**src/sat_pkg.sv**
```systemverilog
// ----------------------------------------------------------------------------
// sat_pkg
// Shared types and constants for the sorted array table: operation and
// status codes, fixed field widths and the command word sent to the cells.
// ----------------------------------------------------------------------------
`default_nettype none

package sat_pkg;

  // Fixed widths of the request and response fields
  localparam int OP_W    = 2;
  localparam int KEY_IN_W = 32;
  localparam int POS_W   = 6;
  localparam int IDX_W   = 7;
  localparam int CNT_W   = 7;
  localparam int STAT_W  = 2;

  // Operation codes
  localparam logic [OP_W-1:0] OP_INSERT    = 2'd0;
  localparam logic [OP_W-1:0] OP_REMOVE_AT = 2'd1;
  localparam logic [OP_W-1:0] OP_PURGE     = 2'd2;
  localparam logic [OP_W-1:0] OP_SEARCH    = 2'd3;

  // Status codes
  localparam logic [STAT_W-1:0] ST_DONE  = 2'd0;
  localparam logic [STAT_W-1:0] ST_FULL  = 2'd1;
  localparam logic [STAT_W-1:0] ST_RANGE = 2'd2;

  // Search miss, also reported for every op that is not a search
  localparam logic [IDX_W-1:0] FOUND_NONE = 7'h7F;

  // Shift command broadcast along the row of cells
  typedef struct packed {
    logic ins;     // open a slot before the first entry >= key
    logic del_at;  // close the gap at the given position
    logic purge;   // drop the first entry equal to key
  } sat_cmd_t;

endpackage

`default_nettype wire

```
**src/sat_cell.sv**
```systemverilog
// ----------------------------------------------------------------------------
// sat_cell
// One slot of the sorted row. Holds a key, compares it with the current
// request key and takes its left or right neighbour's key, or the request key, on a shift.
// ----------------------------------------------------------------------------
`default_nettype none

module sat_cell #(
  parameter int DEPTH     = 64,
  parameter int KEY_WIDTH = 32,
  parameter int INDEX     = 0
) (
  input  wire logic                             clk,
  input  wire sat_pkg::sat_cmd_t                cmd,
  input  wire logic [$clog2(DEPTH+1)-1:0]       count,
  input  wire logic [sat_pkg::POS_W-1:0]        pos,
  input  wire logic [KEY_WIDTH-1:0]             new_key,
  input  wire logic [KEY_WIDTH-1:0]             left_key,
  input  wire logic                             left_ge,
  input  wire logic [KEY_WIDTH-1:0]             right_key,
  output logic      [KEY_WIDTH-1:0]             key,
  output logic                                  ge,
  output logic                                  eq
);

  localparam int CW = $clog2(DEPTH+1);

  logic                 occupied;
  logic                 past_pos;
  logic [KEY_WIDTH-1:0] key_next;

  // Local compares against the request key
  assign occupied = (CW'(INDEX) < count);
  assign past_pos = (32'(INDEX) >= 32'(pos));
  assign ge       = occupied && (key >= new_key);
  assign eq       = occupied && (key == new_key);

  // Pick the next key from the neighbours or the request
  always_comb begin
    key_next = key;
    priority if (cmd.ins) begin
      if (left_ge) begin
        key_next = left_key;
      end else if (ge || !occupied) begin
        key_next = new_key;
      end
    end else if (cmd.del_at) begin
      if (past_pos) begin
        key_next = right_key;
      end
    end else if (cmd.purge) begin
      if (ge) begin
        key_next = right_key;
      end
    end
  end

  // Hold the key
  always_ff @(posedge clk) begin
    key <= key_next;
  end

endmodule

`default_nettype wire

```
**config.mk**
```make
export PLATFORM = sky130hd
export DESIGN_NAME = sat_cell
export DESIGN_NICKNAME = d
export VERILOG_FILES = /design/src/sat_pkg.sv /design/src/sat_cell.sv
export SDC_FILE = /design/constraint.sdc
export NUM_CORES = 1
export LEC_CHECK = 0
export BUFFER_PORTS_ARGS = -buffer_cell sky130_fd_sc_hd__buf_2
export CELL_PAD_IN_SITES_DETAIL_PLACEMENT = 1
export CELL_PAD_IN_SITES_GLOBAL_PLACEMENT = 2
export CORE_UTILIZATION = 27
export CTS_BUF_LIST = sky130_fd_sc_hd__clkbuf_2 sky130_fd_sc_hd__clkbuf_4 sky130_fd_sc_hd__clkbuf_8
export DETAILED_ROUTE_END_ITERATION = 10
export GPL_TIMING_DRIVEN = 0
export HOLD_SLACK_MARGIN = 0.05
export PLACE_DENSITY_LB_ADDON = 0.15
export SETUP_SLACK_MARGIN = 0.15
export SYNTH_ARGS = -nofsm -noshare
export SYNTH_HDL_FRONTEND = slang
export SYNTH_SLANG_ARGS = --single-unit
```
**constraint.sdc**
```tcl
create_clock -name clk -period 8.3 [get_ports clk]
set_clock_uncertainty 0.15 [all_clocks]
set_input_delay 1.245 -clock clk [delete_from_list [all_inputs] [get_ports clk]]
set_output_delay 1.245 -clock clk [all_outputs]
set_load 0.1 [all_outputs]
```
Yosys cells after proc, flatten, opt, wreduce, memory -nomap -nowiden. Cells that the tools add are included.

Register bits: 32. Input port bits: 114. Output and inout bits: 34. Logic and storage cells: 21.

Magnitude comparators: 3. Equal/unequal tests: 3. Multiplexer cells: 7. Reduce and logical (&&, ||, !) cells: 7.

Operators by type and width (number): two-way mux 32 bit (7); equality test 32 bit (1); greater-or-equal comparator 32 bit (1); less-than comparator 1 x 7 -> 1 bit, first input constant (1); greater-or-equal comparator 1 x 6 -> 1 bit, first input constant (1); inequality test 3 x 1 -> 1 bit, second input constant (2); nonzero test 3 bit (2); AND reduction 4 bit (1); logical AND 1 bit (2); zero test 1 bit (1); logical OR 1 bit (1).

Depth between registers and ports, before layout.
Word-level depth: 6. Gate-level depth with buffers: 7. Depth with buffers taken out: 7.

Least setup slack after synthesis. No wires, ideal clock.

Kind: input-to-output. From: input port new_key[29]. To: output port ge. Arrival time: 4064 ps. Required time: 6905 ps. Slack: 2841 ps. Stages on the path: 7. Path buffers: 0. Path through: inv_1 ha_1 nand4_1 nor4_2 nand3_1 and4_4 a31oi_1.

Longest elaborated chain between the ends: 2.

Ends and longest elaborated chain: start, declared (line sat_cell.sv:17) `input wire logic [KEY_WIDTH-1:0] new_key,`; greater-or-equal comparator 32 bit (line sat_cell.sv:35) `assign ge = occupied && (key >= new_key);`; logical AND 1 bit (line sat_cell.sv:35); end, declared (line sat_cell.sv:22) `output logic ge,`.

Every way passes these cells.

Final worst setup path.
From: input port new_key[31]. To: output port ge.

Same word-level chain as after synthesis.

==> key figures <==
Timing
  – Tmin final: 4.83 ns
  – Slew at the pin closest to its max-slew limit: 0.727 ns
  – Setup_tns: 0 ns
  – Fin. Hold Viols: 0
  – RSZ-0062 raised after global routing: false
  – # setup viols final: 0
  – Slew HR: 0.509
  – Final slew viol count: 0
  – Max frequency: 207 MHz
  – Part of the cycle the worst path needs: 0.582

Place
  – GPL Wtd Cong: 0.727
  – Final HPWL DP: 6.53 mm
  – Port Buffers: 146

Synthesis
  – FF+latch count, synth: 32
  – Mapped cell area: 2500 µm²
  – Post-synth EDFFs: 32
  – Ys flop type: edfxtp_1
  – Post-synthesis sequential area ratio: 0.385
  – Syn Inst Count: 262
  – YS warnings: 0
  – Syn nets: 408
  – Cell variety after synth: 33
  – Post-synth ARST share: 0
  – Syn Area/Cell: 9.54 µm²

Critical path
  – CP cell instances: buf_2, inv_1, ha_1, nand4_1, nor4_2, nand3_1, and4_4, a31oi_1, buf_2
  – Critical path's most frequent cell: buf_2
  – Crit path max-delay family: simple AND/OR/NAND/NOR gates
  – CP required: 6.90 ns
  – Critical-path maximum fanout: 4
  – Slowest stage delay, CP: 0.51 ns
  – R2r startpoint: key[31]$_DFFE_PP_
  – Crit path DAT: 3.44 ns
  – Type of origin of the critical path: primary input
  – Setup crit end kind: output pin
  – Critical path buffers and inverters: 3
  – Crit Path Category: primary input to output pin
  – Critical-path top delay cell: nor4_2
  – Worst setup startpoint: new_key[31]

Floorplanning
  – Core Region: 8850 µm²
  – Chip width: 98.2 µm
  – Row count: 34
  – Ports: 148
  – Die area: 9640 µm²
  – Initial core utilization: 0.282
  – Die Height: 98.2 µm

Final layout
  – Number of flip-flops in the largest register: 32
  – Area Overhead vs Synth: 40.0%
  – Final core utilization: 0.395
  – Ant diodes: 0
  – Fraction of layout cells with a size suffix above 1: 0.388
  – Fill count: 1119
  – Commonest non-fill, non-tap cell in the layout: buf_2
  – Largest registers: key x32
  – Final nets: 562
  – Most frequent cells in the layout: buf_2 (149), a21oi_1 (46), nor2_1 (37)
  – Top reg by flops: key

CTS
  – Skew-Pair Late Insertion Delay: 0.29 ns
  – Post-CTS setup buffers: 0
  – CTS Root Cell: clkbuf_8
  – CTS tree: done
  – Post_cts resized: 0
  – Total CTS buffers: 5
  – H-tree levels: 2
  – CTS Hold Bufs: 0
  – Reg clk slew, reported paths: 0.07 ns
  – Clock Sinks: 32
  – CTS max path bufs: 2

Power and ir drop
  – Leak: 1.77 nW
  – Pwr/cell area: 173 nW/µm²
  – Worst vdd ir: 51.2 µV

Global route
  – GRT Total Usage: 0.169
  – Largest net degree at the start of global routing: 19
  – Initial antenna violation count: 0
  – GR Overflow Total: 0
  – Vias in the first global route: 2636
  – First-pass GRT wire length: 12.7 mm

Detailed routing
  – Vias/cell: 4.73
  – Wirelength per Cell: 14.9 µm
  – Vias: 2484
  – Drt drc: 11
  – Post-route ant nets: 0
  – Initial drt markers: 61
  – DR pass1 iterations: 7
  – Total wire length: 7.85 mm

Status
  – Failing checks: DRC
  – Status: complete, but fails checks

Run
  – Max Cap Viol: 0

Hold path
  – Min-delay src: right_key[26]
  – HP Class: primary input to register
-- kinds of logic after synthesis --
| group | share of synthesized area |
|---|---|
| mux | 0.128 |
| flops | 0.385 |
| buf+inv | 0.0661 |
| simple gates | 0.126 |
| compound gates | 0.135 |
| fa+ha+maj | 0.160 |
-- cell usage after synthesis (2+ instances only) --
library cell,number,area [µm²]
ha_1,32,400
buf_2,3,15.0
edfxtp_1,32,961
nand3_1,4,20.0
inv_1,32,120
clkbuf_1,7,26.3
nor2_1,37,139
a21oi_1,46,230
a21boi_0,2,15.0
nand2_1,3,11.3
o21ai_0,3,15.0
nand4_1,8,50.1
nor2b_1,2,12.5
mux2i_1,32,320
-- metal layers --
layer	vias up	part of all wire	global-route usage	wire length, µm
li1	1254	-	-	-
met3	4	0.065	0.0387	513
met1	1145	0.44	0.208	3480
met5	-	0	0	0
met4	0	0.0074	0.0379	58
met2	81	0.48	0.299	3800
-- per-stage QoR --
step	power (mW)	cell area (µm²)	instances	setup WS, ns	hold slack, ns
after floorplan	0.413	2500	262	2.84	1.32
after global placement	0.482	3360	516	1.89	1.41
after detailed placement	0.488	3410	517	3.43	1.38
after CTS	0.617	3500	525	3.42	1.11
after global routing	0.641	3500	525	3.28	1.13
final	0.607	3500	525	3.47	1.12
-- worst paths after layout --
path | end | slack (ns) | depth (start not counted)
setup / recovery | ge | 3.47 | 9
hold / removal | key[26]$_DFFE_PP_ | 1.12 | 3
setup reg to reg | key[20]$_DFFE_PP_ | 5.17 | 7
hold reg to reg | key[28]$_DFFE_PP_ | 1.35 | 4
-- worst register-to-register path, delay by kind of cell (launching register included) --
kind            cells  cell delay [ns]
simple gates        4             1.16
flops               1             0.42
compound gates      1             0.56
buf+inv             1             0.24
fa+ha+maj           1             0.31
-- final cells by class --
| type | instances | area (µm²) | area share |
|---|---|---|---|
| Tap cell | 108 | 135 | 0.0386 |
| Clock buffer | 7 | 83.8 | 0.0240 |
| Inverter | 32 | 120 | 0.0343 |
| Multi-Input combinational cell | 187 | 1390 | 0.398 |
| Buffer | 11 | 45.0 | 0.0129 |
| Sequential cell | 32 | 961 | 0.275 |
| Clock inverter | 1 | 3.75 | 0.00107 |
| Timing Repair Buffer | 147 | 758 | 0.217 |
-- where the power goes --
group / internal [mW] / switching (mW)
sequential: 0.201 / 0.00877
clock: 0.0650 / 0.0607
combinational: 0.0719 / 0.199
No activity file was read; power rests on OpenSTA's default activity.
